$ cat src/dtpc_pkg.sv
// Shared constants, types and the division step function for the point cloud pipeline.
`default_nettype none

package dtpc_pkg;

  // Image and field geometry
  localparam int MAX_DIM   = 4096;
  localparam int COORD_W   = 12;
  localparam int DISP_W    = 8;
  localparam int COLOR_W   = 8;
  localparam int REG_W     = 24;
  localparam int OFFS_W    = 17;
  localparam int POINT_W   = 32;
  localparam int FRAC_BITS = 8;

  // Arithmetic widths
  localparam int DIFF_W          = REG_W + 2;
  localparam int PROD_W          = 2 * REG_W;
  localparam int DIV_W           = PROD_W - FRAC_BITS;
  localparam int STEPS_PER_STAGE = 8;
  localparam int DIV_STAGES      = DIV_W / STEPS_PER_STAGE;

  // Lanes of the divider
  localparam int LANES  = 3;
  localparam int LANE_X = 0;
  localparam int LANE_Y = 1;
  localparam int LANE_Z = 2;

  // Configuration register map
  localparam int CFG_IDX_W = 3;

  typedef enum logic [CFG_IDX_W-1:0] {
    REG_FOCAL        = 3'd0,
    REG_BASELINE     = 3'd1,
    REG_CENTER_COL   = 3'd2,
    REG_CENTER_ROW   = 3'd3,
    REG_MIN_DISP     = 3'd4,
    REG_DEPTH_OFFSET = 3'd5
  } cfg_reg_t;

  localparam logic [REG_W-1:0]         FOCAL_RST        = REG_W'(256000);
  localparam logic [REG_W-1:0]         BASELINE_RST     = REG_W'(256);
  localparam logic [REG_W-1:0]         CENTER_RST       = '0;
  localparam logic [DISP_W-1:0]        MIN_DISP_RST     = DISP_W'(3);
  localparam logic signed [OFFS_W-1:0] DEPTH_OFFSET_RST = OFFS_W'(1500);

  typedef struct packed {
    logic [REG_W-1:0]         focal;
    logic [REG_W-1:0]         baseline;
    logic [REG_W-1:0]         center_col;
    logic [REG_W-1:0]         center_row;
    logic [DISP_W-1:0]        min_disp;
    logic signed [OFFS_W-1:0] depth_offset;
  } cfg_t;

  // One division lane: dividend shifts out at the top, quotient shifts in at the bottom
  typedef struct packed {
    logic              neg;
    logic [DIV_W-1:0]  num;
    logic [DISP_W-1:0] rem;
  } lane_t;

  typedef struct packed {
    lane_t [LANES-1:0]  lane;
    logic [DISP_W-1:0]  disp;
    logic [COLOR_W-1:0] red;
    logic [COLOR_W-1:0] green;
    logic [COLOR_W-1:0] blue;
  } item_t;

  // Run one stage worth of restoring division steps on a lane
  function automatic lane_t div_steps(lane_t l, logic [DISP_W-1:0] d);
    logic [DISP_W:0] r9;
    lane_t           o;
    o = l;
    for (int i = 0; i < STEPS_PER_STAGE; i++) begin
      r9 = {o.rem, o.num[DIV_W-1]};
      if (r9 >= {1'b0, d}) begin
        o.rem = DISP_W'(r9 - {1'b0, d});
        o.num = {o.num[DIV_W-2:0], 1'b1};
      end else begin
        o.rem = r9[DISP_W-1:0];
        o.num = {o.num[DIV_W-2:0], 1'b0};
      end
    end
    return o;
  endfunction

endpackage

`default_nettype wire

$ cat src/dtpc_div_stage.sv
// One divider stage: eight restoring division steps on each of the three lanes.
`default_nettype none

module dtpc_div_stage (
  input  wire logic            clk,
  input  wire logic            rst_n,
  input  wire logic            valid_i,
  input  wire dtpc_pkg::item_t item_i,
  output logic                 ready_o,
  output logic                 valid_o,
  output dtpc_pkg::item_t      item_o,
  input  wire logic            ready_i
);
  import dtpc_pkg::*;

  logic  valid_r, valid_nxt;
  item_t item_r, item_nxt;

  // Advance every lane by one stage of quotient bits
  always_comb begin
    item_nxt = item_i;
    for (int l = 0; l < LANES; l++) begin
      item_nxt.lane[l] = div_steps(item_i.lane[l], item_i.disp);
    end
  end

  assign ready_o   = !valid_r || ready_i;
  assign valid_nxt = ready_o ? valid_i : valid_r;

  always_ff @(posedge clk) begin
    if (!rst_n) begin
      valid_r <= 1'b0;
    end else begin
      valid_r <= valid_nxt;
    end
  end

  always_ff @(posedge clk) begin
    if (ready_o && valid_i) begin
      item_r <= item_nxt;
    end
  end

  assign valid_o = valid_r;
  assign item_o  = item_r;

`ifndef SYNTHESIS
  // Partial remainders stay below the divisor
  a_rem_below_disp: assert property (@(posedge clk) disable iff (!rst_n)
    valid_r |-> (item_r.lane[LANE_X].rem < item_r.disp)
             && (item_r.lane[LANE_Y].rem < item_r.disp)
             && (item_r.lane[LANE_Z].rem < item_r.disp))
    else $error("division remainder not below disparity");

  // A stalled stage keeps its item
  a_stall_hold: assert property (@(posedge clk) disable iff (!rst_n)
    (valid_r && !ready_i) |=> (valid_r && $stable(item_r)))
    else $error("divider stage lost or changed a stalled item");
`endif

endmodule

`default_nettype wire

$ cat config.mk
export PLATFORM = sky130hd
export DESIGN_NAME = dtpc_div_stage
export DESIGN_NICKNAME = d
export VERILOG_FILES = /design/src/dtpc_pkg.sv /design/src/dtpc_div_stage.sv
export SDC_FILE = /design/constraint.sdc
export NUM_CORES = 1
export LEC_CHECK = 0
export ABC_AREA = 1
export CORE_ASPECT_RATIO = 0.8
export CORE_MARGIN = 2
export CORE_UTILIZATION = 65
export DETAILED_ROUTE_END_ITERATION = 10
export DONT_BUFFER_PORTS = 1
export MAX_ROUTING_LAYER = met4
export PLACE_DENSITY = 0.83
export SLEW_MARGIN = 0
export SYNTH_ARGS = -nofsm -noshare
export SYNTH_HDL_FRONTEND = slang
export SYNTH_SLANG_ARGS = --single-unit
export TNS_END_PERCENT = 5
$ cat constraint.sdc
create_clock -name clk -period 20.8 [get_ports clk]
set_clock_uncertainty 0.15 [all_clocks]
set_input_delay 2.08 -clock clk [delete_from_list [all_inputs] [get_ports clk]]
set_output_delay 2.08 -clock clk [all_outputs]
set_load 0.05 [all_outputs]
==> impl_metrics.toml <==
[detailed_routing]
wirelength_um = 44700
via_per_inst = 5.88
wl_per_cell_um = 19.1
drtPass1Iterations = 5
drt_iter0_drc = 996
ant_nets = 0
vias = 13800
drc = 0

[clock_tree]
hold_buffers = 0
post_cts_resized = 0
cts-buffers-inserted = 17
clkLatencyLatePin_ps = 430
cts_buffer_depth = 2
cts.root.buffer_cell = "clkbuf_16"
clock-sinks = 180
tritoncts = "built"
post_cts_buffers = 0
clk_pin_slew_ps = 80
htreeDepth = 4

[timing]
slew_viol_final = 0
hold_ws_ps = 1030
setup_tns_ps = 0
finalSetupViolCount = 0
period_needed_ps = 18490
max-slew-margin-rel = 0.240
worst_slew_pin_slew_ps = 1130
hold_violations = 0
finalCritPeriodShare = 0.889
max_freq_mhz = 54.1
rsz0062_at_grt = "false"

[global_route]
grt_pass1_vias = 12900
grt_usage = 0.341
antenna_found_initial = 2
grt_max_degree = 87
globalRoute.totalOverflow = 0
grt_pass1_wl_um = 68900

[floorplanning]
num_rows = 52
core-area_um2 = 25000
dieHeight_um = 146
io_pins = 364
die_area_um2 = 26600
dieWidth_um = 182
start_util = 0.656

[cells_and_area]
ff_latch_area_um2 = 5400
fin_nets = 2401
multi_input_area_um2 = 9700
fillers = 1882
antennaDiodeCount = 0
drive_gt1_frac = 0.0953
area_delta_synth_final_pct = 5.96
fin_cells = 2339

[logic_synthesis]
synthTopCellsByArea = "edfxtp_1 (33%), ha_1 (15%), nand2_1 (11%), inv_1 (7.0%), xor2_1 (4.4%)"
syn-num-nets = 2386
synth_cells = 1987
synth_cell_type_count = 58
syn_avg_cell_area_um2 = 8.28
synth_seq_cells = 180
yosys_warnings = 0
synth-async-reset-ratio = 0
synth_top_cell_by_area = "edfxtp_1"
synth_ff_type = "edfxtp_1"
synth_area_um2 = 16400
ys_seq_area_frac = 0.328
synthDominantCellAreaShare = 0.327
synth_edf_count = 179

[critical_path]
max_stage_delay_ps = 930
r2r_end = "item_o[112]"
crit_required_ps = 20840
reg2reg_slack_ps = 17130
arrival_ps = 18530
reg2reg_from = "valid_o"
slowest_stage = "a211oi_1"
worstSetupStartpointType = "primary input"
r2r_cells = 3
crit_end = "item_o[38]"
startpoint = "item_i[29]"
critPathKind = "in2reg"
crit_top_cell = "nand2_1"
critPathMaxFanout = 16
endpoint_kind = "register"

[place]
port_buffers = 0
place_inst = 2307
post-dp-hpwl_um = 34300
gp_congestion = 0.972

[run_status]
outcome = "finished clean"

[run]
max_cap_violations = 0

[min_path]
hold_class = "reg2reg"
[routing by layer]
| metal | routed length (µm) | up-vias | global-route usage |
|---|---|---|---|
| met5 | 0 | - | - |
| met4 | 1770 | 0 | 0.137 |
| met3 | 4140 | 109 | 0.0686 |
| met2 | 21000 | 662 | 0.547 |
| met1 | 17800 | 6327 | 0.427 |
| li1 | - | 6662 | - |
[stage by stage]
step	setup WS (ps)	area, µm²	util
floorplan	4550	16400	-
global placement	2400	16800	0.670
detailed placement	2150	16800	0.670
CTS	2600	17400	0.696
global route	847	17400	0.696
finish	2310	17400	0.696
[how the worst min path moves through the flow]
stage	startpoint	to	cells past startpoint
CTS	valid_o	valid_o	2
floorplan	valid_o	valid_o	2
global placement	valid_o	valid_o	2
detailed placement	valid_o	valid_o	2
finish	valid_o	valid_o	2
global route	valid_o	valid_o	2
[Yosys cell counts, drive strengths merged, types with 4 or more instances]
| cell | n |
|---|---|
| xnor2 | 38 |
| o21ai | 112 |
| a21o | 4 |
| xor2 | 82 |
| a211oi | 7 |
| o21bai | 12 |
| nand4 | 28 |
| or4 | 5 |
| nor3 | 16 |
| or2 | 19 |
| inv | 322 |
| nand3b | 10 |
| fa | 24 |
| nor4 | 6 |
| nand2 | 521 |
| buf | 14 |
| o21a | 6 |
| ha | 192 |
| nor2 | 111 |
| edfxtp | 179 |
| a21oi | 130 |
| o311ai | 4 |
| nand3 | 125 |
[sequential cells by signal, summed over array words and instances, names as in the netlist]
name,flops
item_o,179
valid_o,1
[layout make-up]
cell class,count,share of cell area
well taps,324,0.0233
clock buffers,17,0.0244
flip-flops and latches,180,0.310
repair buffers,10,0.00431
multi-input cells,1471,0.557
clock inverters,15,0.0118
inverters,322,0.0697
[worst max-delay path: cells and delay by family]
family	cells	cell delay (ps)
multiplexers	1	380
adder cells (fa/ha/maj)	8	2760
AO/OA/AOI/OAI	29	6200
AND/OR/NAND/NOR	43	5400
buffers and inverters	11	1680
[cells in the final DEF, fill, tap and decap left out, drive strengths merged, types with 3 or more instances in the layout]
| cell | instances |
|---|---|
| clkinv | 5 |
| buf | 10 |
| or4 | 5 |
| fa | 24 |
| a21o | 4 |
| nand3 | 125 |
| ha | 192 |
| nand2 | 521 |
| or2 | 19 |
| inv | 329 |
| o21a | 6 |
| nand3b | 10 |
| o211ai | 3 |
| and2 | 3 |
| o21ai | 112 |
| o311ai | 4 |
| a21boi | 3 |
| xnor2 | 38 |
| o21bai | 12 |
| edfxtp | 179 |
| nor4 | 6 |
| a211oi | 7 |
| nor2 | 111 |
| nand4 | 28 |
| clkbuf | 17 |
| nor3 | 16 |
| a31oi | 3 |
| xor2 | 82 |
| a21oi | 130 |
[cells by family after synthesis]
family                   count (synthesis)  share of synthesized area
flip-flops                             180                      0.328
multiplexers                             1                   0.000685
AO/OA/AOI/OAI                          289                      0.101
XOR/XNOR                               120                     0.0639
AND/OR/NAND/NOR                        845                      0.249
adder cells (fa/ha/maj)                216                      0.175
buffers and inverters                  336                     0.0826
Power is not shown: default switching activity piles up to over one toggle a cycle in this logic, so the estimate is an artifact.
