===== src/dtpc_pkg.sv =====
// Shared constants, types and the division step function for the point cloud pipeline.
`default_nettype none

package dtpc_pkg;

  // Image and field geometry
  localparam int MAX_DIM   = 4096;
  localparam int COORD_W   = 12;
  localparam int DISP_W    = 8;
  localparam int COLOR_W   = 8;
  localparam int REG_W     = 24;
  localparam int OFFS_W    = 17;
  localparam int POINT_W   = 32;
  localparam int FRAC_BITS = 8;

  // Arithmetic widths
  localparam int DIFF_W          = REG_W + 2;
  localparam int PROD_W          = 2 * REG_W;
  localparam int DIV_W           = PROD_W - FRAC_BITS;
  localparam int STEPS_PER_STAGE = 8;
  localparam int DIV_STAGES      = DIV_W / STEPS_PER_STAGE;

  // Lanes of the divider
  localparam int LANES  = 3;
  localparam int LANE_X = 0;
  localparam int LANE_Y = 1;
  localparam int LANE_Z = 2;

  // Configuration register map
  localparam int CFG_IDX_W = 3;

  typedef enum logic [CFG_IDX_W-1:0] {
    REG_FOCAL        = 3'd0,
    REG_BASELINE     = 3'd1,
    REG_CENTER_COL   = 3'd2,
    REG_CENTER_ROW   = 3'd3,
    REG_MIN_DISP     = 3'd4,
    REG_DEPTH_OFFSET = 3'd5
  } cfg_reg_t;

  localparam logic [REG_W-1:0]         FOCAL_RST        = REG_W'(256000);
  localparam logic [REG_W-1:0]         BASELINE_RST     = REG_W'(256);
  localparam logic [REG_W-1:0]         CENTER_RST       = '0;
  localparam logic [DISP_W-1:0]        MIN_DISP_RST     = DISP_W'(3);
  localparam logic signed [OFFS_W-1:0] DEPTH_OFFSET_RST = OFFS_W'(1500);

  typedef struct packed {
    logic [REG_W-1:0]         focal;
    logic [REG_W-1:0]         baseline;
    logic [REG_W-1:0]         center_col;
    logic [REG_W-1:0]         center_row;
    logic [DISP_W-1:0]        min_disp;
    logic signed [OFFS_W-1:0] depth_offset;
  } cfg_t;

  // One division lane: dividend shifts out at the top, quotient shifts in at the bottom
  typedef struct packed {
    logic              neg;
    logic [DIV_W-1:0]  num;
    logic [DISP_W-1:0] rem;
  } lane_t;

  typedef struct packed {
    lane_t [LANES-1:0]  lane;
    logic [DISP_W-1:0]  disp;
    logic [COLOR_W-1:0] red;
    logic [COLOR_W-1:0] green;
    logic [COLOR_W-1:0] blue;
  } item_t;

  // Run one stage worth of restoring division steps on a lane
  function automatic lane_t div_steps(lane_t l, logic [DISP_W-1:0] d);
    logic [DISP_W:0] r9;
    lane_t           o;
    o = l;
    for (int i = 0; i < STEPS_PER_STAGE; i++) begin
      r9 = {o.rem, o.num[DIV_W-1]};
      if (r9 >= {1'b0, d}) begin
        o.rem = DISP_W'(r9 - {1'b0, d});
        o.num = {o.num[DIV_W-2:0], 1'b1};
      end else begin
        o.rem = r9[DISP_W-1:0];
        o.num = {o.num[DIV_W-2:0], 1'b0};
      end
    end
    return o;
  endfunction

endpackage

`default_nettype wire


===== src/dtpc_cfg.sv =====
// Configuration register file of the point cloud pipeline.
`default_nettype none

module dtpc_cfg (
  input  wire logic                           clk,
  input  wire logic                           rst_n,
  input  wire logic                           cfg_valid,
  output logic                                cfg_ready,
  input  wire logic [dtpc_pkg::CFG_IDX_W-1:0] cfg_index,
  input  wire logic [dtpc_pkg::REG_W-1:0]     cfg_data,
  output dtpc_pkg::cfg_t                      cfg
);
  import dtpc_pkg::*;

  cfg_t cfg_r;
  cfg_t cfg_nxt;

  // Take every write; unknown indexes fall through
  assign cfg_ready = 1'b1;

  always_comb begin
    cfg_nxt = cfg_r;
    if (cfg_valid) begin
      unique case (cfg_reg_t'(cfg_index))
        REG_FOCAL:        cfg_nxt.focal        = cfg_data;
        REG_BASELINE:     cfg_nxt.baseline     = cfg_data;
        REG_CENTER_COL:   cfg_nxt.center_col   = cfg_data;
        REG_CENTER_ROW:   cfg_nxt.center_row   = cfg_data;
        REG_MIN_DISP:     cfg_nxt.min_disp     = cfg_data[DISP_W-1:0];
        REG_DEPTH_OFFSET: cfg_nxt.depth_offset = $signed(cfg_data[OFFS_W-1:0]);
        default:          cfg_nxt = cfg_r;
      endcase
    end
  end

  always_ff @(posedge clk) begin
    if (!rst_n) begin
      cfg_r.focal        <= FOCAL_RST;
      cfg_r.baseline     <= BASELINE_RST;
      cfg_r.center_col   <= CENTER_RST;
      cfg_r.center_row   <= CENTER_RST;
      cfg_r.min_disp     <= MIN_DISP_RST;
      cfg_r.depth_offset <= DEPTH_OFFSET_RST;
    end else begin
      cfg_r <= cfg_nxt;
    end
  end

  assign cfg = cfg_r;

endmodule

`default_nettype wire


===== config.mk =====
export PLATFORM = sky130hd
export DESIGN_NAME = dtpc_cfg
export DESIGN_NICKNAME = d
export VERILOG_FILES = /design/src/dtpc_pkg.sv /design/src/dtpc_cfg.sv
export SDC_FILE = /design/constraint.sdc
export NUM_CORES = 1
export LEC_CHECK = 0
export BUFFER_PORTS_ARGS = -buffer_cell sky130_fd_sc_hd__buf_2
export CAP_MARGIN = 40
export CORE_ASPECT_RATIO = 1.25
export CORE_UTILIZATION = 45
export DETAILED_ROUTE_END_ITERATION = 16
export GPL_TIMING_DRIVEN = 0
export PLACE_DENSITY = 0.81
export SLEW_MARGIN = 10
export SYNTH_ARGS = -nofsm -noshare
export SYNTH_HDL_FRONTEND = slang
export SYNTH_SLANG_ARGS = --single-unit

===== constraint.sdc =====
create_clock -name clk -period 1 [get_ports clk]
set_input_delay 0.15 -clock clk [delete_from_list [all_inputs] [get_ports clk]]
set_output_delay 0.15 -clock clk [all_outputs]
set_load 0.01 [all_outputs]

==> impl_metrics.tcl <==
set metrics [dict create \
    outcome "finished with violations" \
    violations "setup timing" \
    drv_cap 0 \
    routed_wl_um 15400 \
    crit_buf_inv 1 \
    ant_nets 0 \
    core_area_sq_um 10100 \
    synth_top_family_by_area "multiplexers" \
    wl_per_cell_um 19.3 \
    numCtsBuffers 17 \
    synthXorXnorAreaFrac_pct 0 \
    cts_hold_buffers 0 \
    antenna_found_initial 0 \
    grt_max_degree 17 \
    syn_area_sq_um 4650 \
    design_area_sq_um 7320 \
    cts.reportedPaths.clkPinSlew_ps 60 \
    grt_pass1_wl_um 22100 \
    r2r_cells 4 \
    clock_skew_ps 0 \
    pre_cts_ws_ps -513 \
    synth_seq_cells 121 \
    grt_usage_pct 28.0 \
    fin_ws_ps -22.9 \
    timing.rr.start "cfg[17]$_SDFFE_PN1P_" \
    placed_cells 723 \
    min_period_ps 1020 \
    first_global_vias 4327 \
    synthMuxAreaShare_pct 26.1 \
    fp.dieH_um 116 \
    insertedDiodeCount 0 \
    largest_register_ffs 121 \
    drive_above_1_share_pct 56.2 \
    r2r_setup_slack_ps 80 \
    syn_inst 445 \
    dr.pass1.iters 4 \
    required_ps 850 \
    path_depth 1 \
    cts_buffer_depth 2 \
    synthAdderAreaFrac_pct 0 \
    htree_levels 4 \
    stdcell_count 795 \
    rsz0062_at_grt "yes" \
    vias 4080 \
    syn_nets 475 \
    yosys.area_share.simple_pct 16.6 \
    clock-sinks 121 \
    cts_root_buf "clkbuf_16" \
    crit_family "flip-flops" \
    clock_latency_ps 400 \
    die_area_sq_um 10700 \
    critPathSlowestCell "dfxtp_2" \
    ir_worst_vdd_uv 1370 \
    post-dp-hpwl_um 9210 \
    drc 0 \
    place_area_sq_um 5560 \
    clock.fmax_ghz 0.978 \
    cp.arrival_ps 870 \
    power.density_nw_per_um2 1570 \
    critPathCapture "cfg[107]" \
    setup_viol 31 \
    synth_compound_area_share_pct 0 \
    drv_slew 0 \
    die_w_um 92.9 \
    crit_start "cfg[107]$_SDFFE_PN0P_" \
    rows 41 \
    period_share_pct 102 \
    p_total_mw 11.5 \
    cts_tree "yes" \
    ys_seq_area_share_pct 52.1 \
    power_leakage_nw 3.46 \
    hold-worst-slack_ps 11.7 \
    path_cells "buf_6" \
    path_class "flip-flop to primary output" \
    end_kind "primary output" \
    r2r-end "cfg[17]$_SDFFE_PN1P_" \
    min_path_type "primary input to flip-flop" \
    synth_area_per_cell_sq_um 10.4 \
    ys_warn_count 0 \
    initial_core_util_pct 46.2 \
    syn_to_final_growth_pct 57.4 \
    critPathLaunchType "flip-flop" \
    fin_nets 686 \
    hold_viol 0 \
    max-slew-margin-rel_pct 57.8 \
    gp_congestion 0.801 \
    io_pins 152 \
    tightest_slew_ps 634 \
    numPortBuffers 149 \
    drt-initial-drc-count 150 \
    critical-path-max-stage-delay_ps 350 \
    synth_cell_types 18 \
    viasPerCell 5.13 \
    grt_remaining_overflow 0 \
    critical_path_peak_fanout 2 \
]
-- where the power goes --
group | switching, mW | internal [mW] | leakage (nW)
Sequential | 0.0823 | 4.95 | 1.02
Combinational | 0.502 | 0.462 | 2.18
Clock | 2.08 | 3.41 | 0.257
-- Yosys cell counts --
cell type    n  area, sq um
and4b_2      1         11.3
and4bb_1     1         12.5
and4bb_2     1         12.5
buf_1        1         3.75
buf_12       2         40.0
buf_2       14         70.1
buf_4        5         37.5
buf_6        3         33.8
buf_8        2         30.0
clkbuf_1     7         26.3
conb_1       1         3.75
dfxtp_1    121         2420
mux2i_1    121         1210
nand2_1    129          484
nand4b_1     2         17.5
nand4bb_1    2         22.5
nor2b_1     31          194
nor4b_2      1         15.0
-- placed cells by master, fill, tap and decap left out, types with 5 or more instances in the layout --
| cell type | synthesis | routed |
|---|---|---|
| nand2_1 | 129 | 129 |
| buf_2 | 14 | 42 |
| dfxtp_2 | 0 | 121 |
| clkbuf_2 | 0 | 5 |
| mux2i_1 | 121 | 121 |
| nor2b_1 | 31 | 31 |
| clkinv_2 | 0 | 5 |
| clkbuf_16 | 0 | 17 |
| buf_4 | 5 | 48 |
| clkbuf_1 | 7 | 5 |
| buf_6 | 3 | 124 |
-- metrics by stage --
stage          setup TNS, ps  utilization [%]
2_1_floorplan              0                -
3_3_place_gp          -35470             55.3
3_5_place_dp          -39330             55.3
4_1_cts                 -681             70.9
5_1_grt                -2090             72.8
6_report                -248             72.8
-- timing repair --
item / CTS / global route
setup buffers: 19 / 24
resized for setup: 243 / 7
endpoints found under the setup margin: 143 / 161
hold endpoints to repair: 0 / 0
-- routing by layer --
| metal | share of wire [%] | GRT usage [%] | vias up |
|---|---|---|---|
| met5 | 0 | 0 | - |
| met2 | 54 | 51.7 | 171 |
| met3 | 6.1 | 8.86 | 49 |
| li1 | - | - | 1887 |
| met4 | 4.2 | 17.6 | 0 |
| met1 | 36 | 26.8 | 1973 |
-- layout make-up --
cell class | count | area [sq um]
flip-flops and latches | 121 | 2570
repair buffers | 192 | 1830
clock buffers | 20 | 447
multi-input cells | 290 | 1980
well taps | 129 | 161
plain buffers | 34 | 248
clock inverters | 9 | 78.8
fillers | 676 | 2740
-- cells by family after synthesis --
family                 Yosys count
flip-flops                     121
multiplexers                   121
buffers and inverters           34
other                            1
AND/OR/NAND/NOR                168
-- tightest hold or removal path: stages --
cell and delay (ps):
buf_2 90, nor2b_1 40, mux2i_1 110
-- worst min-delay path by stage --
stage                            start               endpoint  slack, ps  cells after the start
after CTS                 cfg_data[13]  cfg[110]$_SDFFE_PN1P_          5                      3
final                     cfg_data[13]  cfg[110]$_SDFFE_PN1P_         10                      3
after floorplan           cfg_data[15]  cfg[112]$_SDFFE_PN1P_        320                      2
after global routing       cfg_data[7]    cfg[7]$_SDFFE_PN1P_         40                      3
after global placement    cfg_data[13]  cfg[110]$_SDFFE_PN1P_        420                      3
after detailed placement  cfg_data[13]  cfg[110]$_SDFFE_PN1P_        430                      3
Note: power is estimated with default switching activity, not from simulation.
