File: src/dtpc_pkg.sv
// Shared constants, types and the division step function for the point cloud pipeline.
`default_nettype none

package dtpc_pkg;

  // Image and field geometry
  localparam int MAX_DIM   = 4096;
  localparam int COORD_W   = 12;
  localparam int DISP_W    = 8;
  localparam int COLOR_W   = 8;
  localparam int REG_W     = 24;
  localparam int OFFS_W    = 17;
  localparam int POINT_W   = 32;
  localparam int FRAC_BITS = 8;

  // Arithmetic widths
  localparam int DIFF_W          = REG_W + 2;
  localparam int PROD_W          = 2 * REG_W;
  localparam int DIV_W           = PROD_W - FRAC_BITS;
  localparam int STEPS_PER_STAGE = 8;
  localparam int DIV_STAGES      = DIV_W / STEPS_PER_STAGE;

  // Lanes of the divider
  localparam int LANES  = 3;
  localparam int LANE_X = 0;
  localparam int LANE_Y = 1;
  localparam int LANE_Z = 2;

  // Configuration register map
  localparam int CFG_IDX_W = 3;

  typedef enum logic [CFG_IDX_W-1:0] {
    REG_FOCAL        = 3'd0,
    REG_BASELINE     = 3'd1,
    REG_CENTER_COL   = 3'd2,
    REG_CENTER_ROW   = 3'd3,
    REG_MIN_DISP     = 3'd4,
    REG_DEPTH_OFFSET = 3'd5
  } cfg_reg_t;

  localparam logic [REG_W-1:0]         FOCAL_RST        = REG_W'(256000);
  localparam logic [REG_W-1:0]         BASELINE_RST     = REG_W'(256);
  localparam logic [REG_W-1:0]         CENTER_RST       = '0;
  localparam logic [DISP_W-1:0]        MIN_DISP_RST     = DISP_W'(3);
  localparam logic signed [OFFS_W-1:0] DEPTH_OFFSET_RST = OFFS_W'(1500);

  typedef struct packed {
    logic [REG_W-1:0]         focal;
    logic [REG_W-1:0]         baseline;
    logic [REG_W-1:0]         center_col;
    logic [REG_W-1:0]         center_row;
    logic [DISP_W-1:0]        min_disp;
    logic signed [OFFS_W-1:0] depth_offset;
  } cfg_t;

  // One division lane: dividend shifts out at the top, quotient shifts in at the bottom
  typedef struct packed {
    logic              neg;
    logic [DIV_W-1:0]  num;
    logic [DISP_W-1:0] rem;
  } lane_t;

  typedef struct packed {
    lane_t [LANES-1:0]  lane;
    logic [DISP_W-1:0]  disp;
    logic [COLOR_W-1:0] red;
    logic [COLOR_W-1:0] green;
    logic [COLOR_W-1:0] blue;
  } item_t;

  // Run one stage worth of restoring division steps on a lane
  function automatic lane_t div_steps(lane_t l, logic [DISP_W-1:0] d);
    logic [DISP_W:0] r9;
    lane_t           o;
    o = l;
    for (int i = 0; i < STEPS_PER_STAGE; i++) begin
      r9 = {o.rem, o.num[DIV_W-1]};
      if (r9 >= {1'b0, d}) begin
        o.rem = DISP_W'(r9 - {1'b0, d});
        o.num = {o.num[DIV_W-2:0], 1'b1};
      end else begin
        o.rem = r9[DISP_W-1:0];
        o.num = {o.num[DIV_W-2:0], 1'b0};
      end
    end
    return o;
  endfunction

endpackage

`default_nettype wire

File: src/dtpc_back.sv
// Output stage: sign, depth offset, saturation and the result register.
`default_nettype none

module dtpc_back (
  input  wire logic                         clk,
  input  wire logic                         rst_n,
  input  wire dtpc_pkg::cfg_t               cfg,
  input  wire logic                         valid_i,
  input  wire dtpc_pkg::item_t              item_i,
  output logic                              ready_o,
  output logic                              out_valid,
  input  wire logic                         out_ready,
  output logic signed [dtpc_pkg::POINT_W-1:0] out_point_x,
  output logic signed [dtpc_pkg::POINT_W-1:0] out_point_y,
  output logic signed [dtpc_pkg::POINT_W-1:0] out_point_z,
  output logic [dtpc_pkg::COLOR_W-1:0]      out_red_out,
  output logic [dtpc_pkg::COLOR_W-1:0]      out_green_out,
  output logic [dtpc_pkg::COLOR_W-1:0]      out_blue_out
);
  import dtpc_pkg::*;

  localparam int ZW = DIV_W + 2;
  localparam logic [DIV_W-1:0]     Q_POS_MAX = DIV_W'(64'h7FFF_FFFF);
  localparam logic [DIV_W-1:0]     Q_NEG_MAX = DIV_W'(64'h8000_0000);
  localparam logic signed [ZW-1:0] Z_MAX     = ZW'(64'sh7FFF_FFFF);
  localparam logic signed [ZW-1:0] Z_MIN     = -Z_MAX - ZW'(1);
  localparam logic signed [POINT_W-1:0] P_MAX = {1'b0, {(POINT_W-1){1'b1}}};
  localparam logic signed [POINT_W-1:0] P_MIN = {1'b1, {(POINT_W-1){1'b0}}};

  // Apply the sign to a lateral quotient and clamp to 32 bits
  function automatic logic signed [POINT_W-1:0] sat_lateral(lane_t l);
    logic [DIV_W-1:0] q;
    q = l.num;
    if (!l.neg) begin
      return (q > Q_POS_MAX) ? P_MAX : POINT_W'(q);
    end else begin
      return (q > Q_NEG_MAX) ? P_MIN : POINT_W'(-q);
    end
  endfunction

  logic signed [ZW-1:0]      z_full;
  logic signed [POINT_W-1:0] z_sat;
  logic                      out_valid_r, out_valid_nxt;
  logic signed [POINT_W-1:0] x_r, y_r, z_r;
  logic [COLOR_W-1:0]        red_r, green_r, blue_r;

  // Depth minus the offset in whole units
  assign z_full = $signed(ZW'(item_i.lane[LANE_Z].num))
                - ZW'($signed({cfg.depth_offset, FRAC_BITS'(0)}));

  always_comb begin
    priority if (z_full > Z_MAX) begin
      z_sat = P_MAX;
    end else if (z_full < Z_MIN) begin
      z_sat = P_MIN;
    end else begin
      z_sat = POINT_W'(z_full);
    end
  end

  assign ready_o       = !out_valid_r || out_ready;
  assign out_valid_nxt = ready_o ? valid_i : out_valid_r;

  always_ff @(posedge clk) begin
    if (!rst_n) begin
      out_valid_r <= 1'b0;
    end else begin
      out_valid_r <= out_valid_nxt;
    end
  end

  always_ff @(posedge clk) begin
    if (ready_o && valid_i) begin
      x_r     <= sat_lateral(item_i.lane[LANE_X]);
      y_r     <= sat_lateral(item_i.lane[LANE_Y]);
      z_r     <= z_sat;
      red_r   <= item_i.red;
      green_r <= item_i.green;
      blue_r  <= item_i.blue;
    end
  end

  assign out_valid     = out_valid_r;
  assign out_point_x   = x_r;
  assign out_point_y   = y_r;
  assign out_point_z   = z_r;
  assign out_red_out   = red_r;
  assign out_green_out = green_r;
  assign out_blue_out  = blue_r;

endmodule

`default_nettype wire

File: config.mk
export PLATFORM = sky130hd
export DESIGN_NAME = dtpc_back
export DESIGN_NICKNAME = d
export VERILOG_FILES = /design/src/dtpc_pkg.sv /design/src/dtpc_back.sv
export SDC_FILE = /design/constraint.sdc
export NUM_CORES = 1
export LEC_CHECK = 0
export ABC_CLOCK_PERIOD_IN_PS = 6300
export BUFFER_PORTS_ARGS = -buffer_cell sky130_fd_sc_hd__buf_2
export CAP_MARGIN = 20
export CORE_AREA = 2 2 164 166
export DETAILED_ROUTE_END_ITERATION = 10
export DIE_AREA = 0 0 166 168
export SLEW_MARGIN = 20
export SYNTH_ARGS = -nofsm -noshare
export SYNTH_HDL_FRONTEND = slang
export SYNTH_SLANG_ARGS = --single-unit
File: constraint.sdc
create_clock -name clk -period 6.3 [get_ports clk]
set_input_delay 0.315 -clock clk [delete_from_list [all_inputs] [get_ports clk]]
set_output_delay 0.315 -clock clk [all_outputs]
set_load 0.02 [all_outputs]
==> flow_summary.json <==
{
  "async_reset_ff_share_pct": 0,
  "area_growth_pct": 29.3,
  "multi_input_area_um2": 4060,
  "clock.fmax_mhz": 231,
  "avgViaCountPerCell": 5.26,
  "clk_pin_slew_worst_paths_ns": 0.07,
  "power.leakage_nw": 4.22,
  "first_global_vias": 7285,
  "drv_slew": 0,
  "start_util_pct": 30.6,
  "fin_cells": 1479,
  "post-cts-setup-buffers": 0,
  "post-route-util_pct": 39.6,
  "hold_ws_ns": 0.0798,
  "synth.top_cell.area_share_pct": 44.7,
  "grt_first_pass_wirelength_um": 40000,
  "fin_setup_tns_ns": 0,
  "min_period_ns": 4.32,
  "synth_flop_cell": "edfxtp_1",
  "cts-root-buf": "clkbuf_16",
  "synth_edf_count": 120,
  "fin_nets": 1461,
  "worst_slew_margin_rel_pct": 37.1,
  "clock_sinks": 121,
  "grtUsageTotal_pct": 18.0,
  "finalCritPeriodShare_pct": 68.6,
  "yosysTopAreaCell": "edfxtp_1",
  "die-width_um": 166,
  "finalClockSkew_ns": 0.0118,
  "route.met3.wl_um": 1980,
  "power_mw": 2.59,
  "ir_drop_mv": 0.131,
  "io_pins": 426,
  "drt-met1-wl_um": 12200,
  "critPathLaunchType": "input pin",
  "num_vias": 7775,
  "routed_wl_um": 26000,
  "wl_per_cell_um": 17.6,
  "syn_area_um2": 8070,
  "cp.arrival_ns": 4.45,
  "endpoint_kind": "register",
  "fill_cells": 2667,
  "met2_length_um": 11500,
  "netlist_top_cells_area": "edfxtp_1 45%, ha_1 5.4%, o21ai_0 5.3%",
  "cp_max_fo": 21,
  "cts_buffer_depth": 2,
  "drive_gt1_share_pct": 31.1,
  "synth_nets": 1192,
  "overflow": 0,
  "cts-buffers-inserted": 17,
  "grt_max_degree": 73,
  "ys_ff_latch": 121,
  "antenna_found_initial": 4,
  "synth_cell_types": 70,
  "syn_inst": 852,
  "dp.cells": 1443,
  "clock_latency_ns": 0.41,
  "required_ns": 6.43,
  "status": "completed",
  "cts_resized": 0,
  "ant_nets": 0,
  "setup_viol": 0,
  "postSynthAreaPerCell_um2": 9.47,
  "io_buffer_count": 288,
  "tightest_slew_ns": 0.943,
  "die_h_um": 168,
  "yosysSeqAreaShare_pct": 44.9,
  "powerDensity_nw_per_um2": 248,
  "dpl.hpwl_um": 19700,
  "maxUsedRoutingLayer": "met4",
  "regArea_um2": 3620,
  "first_iter_violations": 716,
  "hp-class": "input pin to register",
  "dieArea_um2": 27900,
  "first_pass_iters": 5,
  "hold_viol": 0,
  "yosysWarnings": 0,
  "cts_tree": "done",
  "max_cap_viol_count": 0,
  "gp_congestion": 0.895,
  "rsz0062_at_grt": "false",
  "r2r_slack_ns": 3.95,
  "critPathKind": "input pin to register",
  "ctsHtreeMaxLevel": 4,
  "cts_hold_buffers": 0,
  "drcViolationCount": 0,
  "num_rows": 60,
  "core_area_um2": 26400
}
cell usage in the layout, fill, tap and decap left out, types with 5 or more instances in the layout:
cell type,instances
a21oi_1,50
ha_1,35
and4_1,5
xnor2_1,16
and2_1,5
o21a_1,7
buf_2,288
nand4_1,12
a221oi_1,5
o31ai_1,6
o211ai_1,11
nand2_1,101
xor2_1,11
a21boi_0,8
or2_2,7
clkbuf_16,17
nor4_1,11
a31oi_1,9
nand2b_1,11
nand3_1,13
inv_6,5
a21o_1,16
o21ai_0,85
or3_1,18
inv_1,55
edfxtp_1,120
buf_4,6
nor2_1,47
o311ai_0,23
nor3_1,31
o41ai_1,13
o311ai_1,13
metrics by stage:
step / worst slack [ns] / instance area [um2]
after floorplan: 2.39 / 8070
after global placement: 1.60 / 9810
after detailed placement: 1.62 / 9810
after CTS: 2.05 / 10400
after global routing: 1.73 / 10400
final: 1.98 / 10400
cell type report:
type / count / area share, %
multi-input combinational: 631 / 38.9
sequential: 121 / 34.7
timing repair buffer: 294 / 14.2
clock buffer: 18 / 4.11
tap: 341 / 4.09
inverter: 56 / 2.06
clock inverter: 14 / 1.80
antenna: 4 / 0.0959
metal layers:
layer / global-route usage (%) / up-vias
li1: - / 3791
met2: 27.7 / 317
met5: 0 / -
met4: 4.91 / 0
met1: 25.4 / 3649
met3: 4.16 / 18
logic make-up after synthesis:
group                    after synthesis  share of synthesized area (%)
AND/OR/NAND/NOR                      292                           18.5
AO/OA/AOI/OAI                        274                           22.6
flip-flops                           121                           44.9
buffers and inverters                100                           5.07
adder cells (fa/ha/maj)               36                           5.68
XOR/XNOR                              27                           2.93
multiplexers                           2                          0.279
where the power goes:
part           switching, mW  total (mW)  internal, mW  leakage (nW)
Combinational          0.357       0.553         0.197          2.79
Sequential            0.0148       0.977         0.962          1.14
Clock                  0.420        1.06         0.635         0.292
critical path, stage by stage:
cell and delay [ns]:
buf_2 0.12, inv_1 0.55, ha_1 0.42, a21oi_1 0.22, o21ai_1 0.17, o21ai_0 0.51, nor2_1 0.12, a21oi_1 0.20
xor2_1 0.24, nand4_1 0.21, o41ai_4 0.84, buf_4 0.37, o21ai_0 0.15
synthesized netlist by cell type (16+ instances only):
cell / number
nor3_1: 31
edfxtp_1: 120
a21o_1: 16
clkbuf_1: 35
o21ai_0: 85
inv_1: 55
or3_1: 18
o311ai_0: 23
xnor2_1: 16
nand2_1: 101
ha_1: 35
a21oi_1: 50
nor2_1: 47
sequential cells by signal, summed over array words and instances, names as in the netlist:
| signal | cells |
|---|---|
| out_green_out | 8 |
| out_point_z | 32 |
| out_point_y | 32 |
| out_point_x | 32 |
| out_red_out | 8 |
| out_blue_out | 8 |
| out_valid | 1 |
path summary, 6_finish.rpt:
check                         start                       endpoint  cells after the start
max                         cfg[16]  out_point_z[25]$_SDFFCE_PN1P_                     13
min                      item_i[12]     out_green_out[4]$_DFFE_PP_                      1
max reg2reg  out_valid$_SDFFE_PN0N_   out_point_z[5]$_SDFFCE_PN1P_                      3
min reg2reg  out_valid$_SDFFE_PN0N_         out_valid$_SDFFE_PN0N_                      2
No activity file was read; power rests on OpenSTA's default activity.
