===== src/dtpc_pkg.sv =====
// Shared constants, types and the division step function for the point cloud pipeline.
`default_nettype none

package dtpc_pkg;

  // Image and field geometry
  localparam int MAX_DIM   = 4096;
  localparam int COORD_W   = 12;
  localparam int DISP_W    = 8;
  localparam int COLOR_W   = 8;
  localparam int REG_W     = 24;
  localparam int OFFS_W    = 17;
  localparam int POINT_W   = 32;
  localparam int FRAC_BITS = 8;

  // Arithmetic widths
  localparam int DIFF_W          = REG_W + 2;
  localparam int PROD_W          = 2 * REG_W;
  localparam int DIV_W           = PROD_W - FRAC_BITS;
  localparam int STEPS_PER_STAGE = 8;
  localparam int DIV_STAGES      = DIV_W / STEPS_PER_STAGE;

  // Lanes of the divider
  localparam int LANES  = 3;
  localparam int LANE_X = 0;
  localparam int LANE_Y = 1;
  localparam int LANE_Z = 2;

  // Configuration register map
  localparam int CFG_IDX_W = 3;

  typedef enum logic [CFG_IDX_W-1:0] {
    REG_FOCAL        = 3'd0,
    REG_BASELINE     = 3'd1,
    REG_CENTER_COL   = 3'd2,
    REG_CENTER_ROW   = 3'd3,
    REG_MIN_DISP     = 3'd4,
    REG_DEPTH_OFFSET = 3'd5
  } cfg_reg_t;

  localparam logic [REG_W-1:0]         FOCAL_RST        = REG_W'(256000);
  localparam logic [REG_W-1:0]         BASELINE_RST     = REG_W'(256);
  localparam logic [REG_W-1:0]         CENTER_RST       = '0;
  localparam logic [DISP_W-1:0]        MIN_DISP_RST     = DISP_W'(3);
  localparam logic signed [OFFS_W-1:0] DEPTH_OFFSET_RST = OFFS_W'(1500);

  typedef struct packed {
    logic [REG_W-1:0]         focal;
    logic [REG_W-1:0]         baseline;
    logic [REG_W-1:0]         center_col;
    logic [REG_W-1:0]         center_row;
    logic [DISP_W-1:0]        min_disp;
    logic signed [OFFS_W-1:0] depth_offset;
  } cfg_t;

  // One division lane: dividend shifts out at the top, quotient shifts in at the bottom
  typedef struct packed {
    logic              neg;
    logic [DIV_W-1:0]  num;
    logic [DISP_W-1:0] rem;
  } lane_t;

  typedef struct packed {
    lane_t [LANES-1:0]  lane;
    logic [DISP_W-1:0]  disp;
    logic [COLOR_W-1:0] red;
    logic [COLOR_W-1:0] green;
    logic [COLOR_W-1:0] blue;
  } item_t;

  // Run one stage worth of restoring division steps on a lane
  function automatic lane_t div_steps(lane_t l, logic [DISP_W-1:0] d);
    logic [DISP_W:0] r9;
    lane_t           o;
    o = l;
    for (int i = 0; i < STEPS_PER_STAGE; i++) begin
      r9 = {o.rem, o.num[DIV_W-1]};
      if (r9 >= {1'b0, d}) begin
        o.rem = DISP_W'(r9 - {1'b0, d});
        o.num = {o.num[DIV_W-2:0], 1'b1};
      end else begin
        o.rem = r9[DISP_W-1:0];
        o.num = {o.num[DIV_W-2:0], 1'b0};
      end
    end
    return o;
  endfunction

endpackage

`default_nettype wire


===== src/dtpc_front.sv =====
// Front stages: pixel filter, offset from the principal point, baseline products.
`default_nettype none

module dtpc_front (
  input  wire logic                         clk,
  input  wire logic                         rst_n,
  input  wire dtpc_pkg::cfg_t               cfg,
  input  wire logic                         in_valid,
  output logic                              in_ready,
  input  wire logic [dtpc_pkg::COORD_W-1:0] in_pixel_row,
  input  wire logic [dtpc_pkg::COORD_W-1:0] in_pixel_col,
  input  wire logic [dtpc_pkg::DISP_W-1:0]  in_disparity,
  input  wire logic [dtpc_pkg::COLOR_W-1:0] in_red_in,
  input  wire logic [dtpc_pkg::COLOR_W-1:0] in_green_in,
  input  wire logic [dtpc_pkg::COLOR_W-1:0] in_blue_in,
  output logic                              valid_o,
  output dtpc_pkg::item_t                   item_o,
  input  wire logic                         ready_i
);
  import dtpc_pkg::*;

  logic              keep;
  logic signed [DIFF_W-1:0] diff_x;
  logic signed [DIFF_W-1:0] diff_y;
  logic              ready_a;
  logic              ready_b;

  logic              a_valid_r, a_valid_nxt;
  logic              a_neg_x_r, a_neg_y_r;
  logic [REG_W-1:0]  a_mag_x_r, a_mag_y_r;
  logic [DISP_W-1:0] a_disp_r;
  logic [COLOR_W-1:0] a_red_r, a_green_r, a_blue_r;

  logic [PROD_W-1:0] prod_x, prod_y, prod_z;
  logic              b_valid_r, b_valid_nxt;
  item_t             b_item_r, b_item_nxt;

  // Drop zero, small and out-of-image pixels at the door
  assign keep = (in_disparity != '0) && (in_disparity >= cfg.min_disp)
             && (32'(in_pixel_row) < 32'(MAX_DIM)) && (32'(in_pixel_col) < 32'(MAX_DIM));

  // Signed offset from the principal point, split into sign and magnitude
  assign diff_x = $signed(DIFF_W'(cfg.center_col)) - $signed(DIFF_W'({in_pixel_col, FRAC_BITS'(0)}));
  assign diff_y = $signed(DIFF_W'(cfg.center_row)) - $signed(DIFF_W'({in_pixel_row, FRAC_BITS'(0)}));

  assign ready_a     = !a_valid_r || ready_b;
  assign a_valid_nxt = ready_a ? (in_valid && keep) : a_valid_r;
  assign in_ready    = ready_a;

  always_ff @(posedge clk) begin
    if (!rst_n) begin
      a_valid_r <= 1'b0;
    end else begin
      a_valid_r <= a_valid_nxt;
    end
  end

  // Load stage A on every input transfer
  always_ff @(posedge clk) begin
    if (ready_a && in_valid) begin
      a_neg_x_r <= diff_x[DIFF_W-1];
      a_neg_y_r <= diff_y[DIFF_W-1];
      a_mag_x_r <= REG_W'(diff_x[DIFF_W-1] ? -diff_x : diff_x);
      a_mag_y_r <= REG_W'(diff_y[DIFF_W-1] ? -diff_y : diff_y);
      a_disp_r  <= in_disparity;
      a_red_r   <= in_red_in;
      a_green_r <= in_green_in;
      a_blue_r  <= in_blue_in;
    end
  end

  // Stage B: scale by the baseline and drop the fraction of the dividend
  assign prod_x = a_mag_x_r * cfg.baseline;
  assign prod_y = a_mag_y_r * cfg.baseline;
  assign prod_z = cfg.focal * cfg.baseline;

  always_comb begin
    b_item_nxt                 = b_item_r;
    b_item_nxt.lane[LANE_X].neg = a_neg_x_r;
    b_item_nxt.lane[LANE_X].num = prod_x[PROD_W-1:FRAC_BITS];
    b_item_nxt.lane[LANE_X].rem = '0;
    b_item_nxt.lane[LANE_Y].neg = a_neg_y_r;
    b_item_nxt.lane[LANE_Y].num = prod_y[PROD_W-1:FRAC_BITS];
    b_item_nxt.lane[LANE_Y].rem = '0;
    b_item_nxt.lane[LANE_Z].neg = 1'b0;
    b_item_nxt.lane[LANE_Z].num = prod_z[PROD_W-1:FRAC_BITS];
    b_item_nxt.lane[LANE_Z].rem = '0;
    b_item_nxt.disp            = a_disp_r;
    b_item_nxt.red             = a_red_r;
    b_item_nxt.green           = a_green_r;
    b_item_nxt.blue            = a_blue_r;
  end

  assign ready_b     = !b_valid_r || ready_i;
  assign b_valid_nxt = ready_b ? a_valid_r : b_valid_r;

  always_ff @(posedge clk) begin
    if (!rst_n) begin
      b_valid_r <= 1'b0;
    end else begin
      b_valid_r <= b_valid_nxt;
    end
  end

  always_ff @(posedge clk) begin
    if (ready_b && a_valid_r) begin
      b_item_r <= b_item_nxt;
    end
  end

  assign valid_o = b_valid_r;
  assign item_o  = b_item_r;

`ifndef SYNTHESIS
  // A pixel of zero disparity never enters the pipeline
  a_drop_zero: assert property (@(posedge clk) disable iff (!rst_n)
    (in_valid && in_ready && in_disparity == '0) |=> !a_valid_r)
    else $error("zero disparity pixel entered stage A");
`endif

endmodule

`default_nettype wire


===== config.mk =====
export PLATFORM = sky130hd
export DESIGN_NAME = dtpc_front
export DESIGN_NICKNAME = d
export VERILOG_FILES = /design/src/dtpc_pkg.sv /design/src/dtpc_front.sv
export SDC_FILE = /design/constraint.sdc
export NUM_CORES = 2
export LEC_CHECK = 0
export BUFFER_PORTS_ARGS = -buffer_cell sky130_fd_sc_hd__buf_2
export CAP_MARGIN = 10
export CELL_PAD_IN_SITES_DETAIL_PLACEMENT = 1
export CELL_PAD_IN_SITES_GLOBAL_PLACEMENT = 2
export CORE_AREA = 2 2 516 313
export CTS_BUF_LIST = sky130_fd_sc_hd__clkbuf_8 sky130_fd_sc_hd__clkbuf_16
export CTS_CLUSTER_SIZE = 28
export DETAILED_ROUTE_END_ITERATION = 10
export DIE_AREA = 0 0 518 315
export PLACE_DENSITY_LB_ADDON = 0.15
export REMOVE_ABC_BUFFERS = 1
export SETUP_SLACK_MARGIN = 0.4
export SKIP_CTS_REPAIR_TIMING = 1
export SLEW_MARGIN = 20
export SYNTH_ARGS = -nofsm -noshare
export SYNTH_HDL_FRONTEND = slang
export SYNTH_SLANG_ARGS = --single-unit

===== constraint.sdc =====
create_clock -name clk -period 14.3 [get_ports clk]
set_clock_uncertainty 0.1 [all_clocks]
set_input_delay 0.715 -clock clk [delete_from_list [all_inputs] [get_ports clk]]
set_output_delay 0.715 -clock clk [all_outputs]
set_load 0.1 [all_outputs]

==> reports/metrics.cfg <==
[run_status]
status = finished, final reports clean

[cells_and_area]
area_growth_pct = 7.09
nets = 9118
design_area_um2 = 69300
layout-drive-gt1-share = 0.0686
final_cell_mix = inv_1 (1705), fa_1 (1445), nand2_1 (927)
layoutNonFillerInstCount = 9126
final_common_cell = inv_1

[clock_network]
clk_latency_ns = 0.67
clkTransAtPathRegs_ns = 0.07
cts_inserted_buffers = 31
cts_buffer_depth = 3
htreeDepth = 1
cts_tree = done
root_buffer = clkbuf_16
clock_sinks = 238

[global_route]
grt_max_degree = 73
grt_pass1_vias = 51177
antenna_found_initial = 13
grt_pass1_wl_um = 305000
grt_usage = 0.242
grt_overflow = 0

[worst_setup_path]
reg2reg_slack_ns = 5.79
crit_path_max_fanout = 45
cp-start-kind = input port
cp_top_family = adder cells
cp.buffers_inverters = 7
crit_path_end_kind = flip-flop
reg2reg_depth = 23
slowest_stage = buf_4
cp_common_cell = fa_1
critPathKind = in2reg
cp.arrival_ns = 9.46
rr_endpoint = item_o[128]$_DFFE_PP_
required_ns = 14.63
r2r-start = a_mag_y_r[20]$_DFFE_PP_
max_stage_delay_ns = 0.72

[logic_synthesis]
yosys.area.top_type = fa_1
syn_area_per_cell_um2 = 9.44
yosysSeqAreaShare = 0.110
syn_area_um2 = 64700
synthTopCellsByArea = fa_1 (45%), edfxtp_1 (11%), ha_1 (11%), inv_1 (9.9%), and2_1 (8.5%)
synth_edf_count = 236
synth_top_flop_cell = edfxtp_1
yosysUniqueCellTypes = 75
ys_ff_latch = 238
yosysWarningCount = 0
async_flop_share = 0
postSynthCellCount = 6851
synth.top_cell.area_share = 0.447

[floorplanning]
row_count = 114
die_y_um = 315
dieArea_um2 = 163000
ios = 362
core_um2 = 159000
initial_core_util = 0.406
die_w_um = 518

[drt]
drtIter0Drc = 2058
routedWlPerCell_um = 20.8
drc = 0
first_pass_iters = 7
via_per_inst = 4.95
final_antenna_net_count = 0
wirelength_um = 190000
vias = 45129

[placement]
placed_area_um2 = 68300
place_inst = 9060
portBuffers = 319
dpl.hpwl_um = 147000
gp_congestion = 0.810

[hold_path]
hold_start = in_green_in[3]
hold_depth = 1
min_path_type = in2reg
holdPathEnd = a_green_r[3]$_DFFE_PP_

[sta]
max_freq_mhz = 109
hold_ws_ns = 0.128
setup_tns_ns = 0
hold_violations = 0
slew_violations = 0
slew_headroom = 0.248
finalCritPeriodShare = 0.639
setup_viol = 0
tightest_slew_ns = 1.12
rsz0062_at_grt = false
finalCriticalPeriod_ns = 9.13

[run]
max_cap_violations = 0

-- metrics by stage --
stage                     utilization  worst slack (ns)
after floorplan                     -              5.75
after global placement          0.429              4.40
after detailed placement        0.429              4.39
after CTS                       0.435              5.11
after global routing            0.435              4.86
final                           0.435              5.17
-- worst reg2reg max path, cell delays in order (launching register included) --
cell,delay [ns]
edfxtp_1,0.67
and2_1,0.33
fa_1,0.50
fa_1,0.56
inv_1,0.06
fa_1,0.52
inv_1,0.05
fa_1,0.48
fa_1,0.52
fa_1,0.50
inv_1,0.05
fa_1,0.47
inv_1,0.05
ha_1,0.35
and4_1,0.23
nor2b_1,0.13
a221oi_1,0.59
a21oi_2,0.34
o21ai_1,0.44
a21boi_1,0.18
a311o_1,0.50
a211o_1,0.34
a21oi_1,0.20
xnor2_1,0.08
-- sequential cells by signal (all words and copies together) (netlist names) --
register / cells
a_neg_y_r: 1
a_red_r: 8
item_o: 154
a_green_r: 8
a_blue_r: 8
a_mag_x_r: 24
a_valid_r: 1
a_disp_r: 8
a_mag_y_r: 24
a_neg_x_r: 1
valid_o: 1
-- cell families after synthesis --
family | synth area share
flip-flops | 0.110
XOR/XNOR | 0.0240
AND/OR/NAND/NOR | 0.156
other | 0.0000580
AO/OA/AOI/OAI | 0.0347
buffers and inverters | 0.122
multiplexers | 0.000464
adder cells (fa/ha/maj) | 0.553
-- metal layers --
metal	track usage	wire, µm	vias up
li1	-	-	20128
met1	0.373	94900	24023
met2	0.373	82900	869
met3	0.0314	9560	107
met4	0.0294	2380	2
met5	0	11	-
-- layout make-up --
| class | instances | area (µm²) |
|---|---|---|
| antenna | 9 | 22.5 |
| tap | 2146 | 2690 |
| sequential | 238 | 7130 |
| inverter | 1699 | 6380 |
| multi-input combinational | 4570 | 49800 |
| timing repair buffer | 408 | 2300 |
| clock inverter | 25 | 176 |
| fill | 18263 | 89900 |
| clock buffer | 31 | 776 |
-- cell usage after synthesis (65+ instances only) --
master / number
o21ai_0: 71
nand2_1: 927
xor2_1: 65
and2_1: 874
edfxtp_1: 236
xnor2_1: 112
a21oi_1: 115
nor2_1: 80
inv_1: 1698
fa_1: 1445
clkbuf_1: 335
ha_1: 544
-- how the worst max path moves through the flow --
stage                                    start                    end  slack, ns  cells after the start
final                                  cfg[76]  item_o[128]$_DFFE_PP_       5.17                     26
after global routing                   cfg[76]   item_o[77]$_DFFE_PP_       4.86                     28
after CTS                              cfg[76]  item_o[128]$_DFFE_PP_       5.11                     26
after detailed placement               cfg[76]  item_o[128]$_DFFE_PP_       4.39                     26
after global placement                 cfg[76]  item_o[128]$_DFFE_PP_       4.40                     26
after floorplan           valid_o$_SDFFE_PN0P_    item_o[0]$_DFFE_PP_       5.75                      2
Power is not shown: default switching activity piles up to over one toggle a cycle in this logic, so the estimate is an artifact.
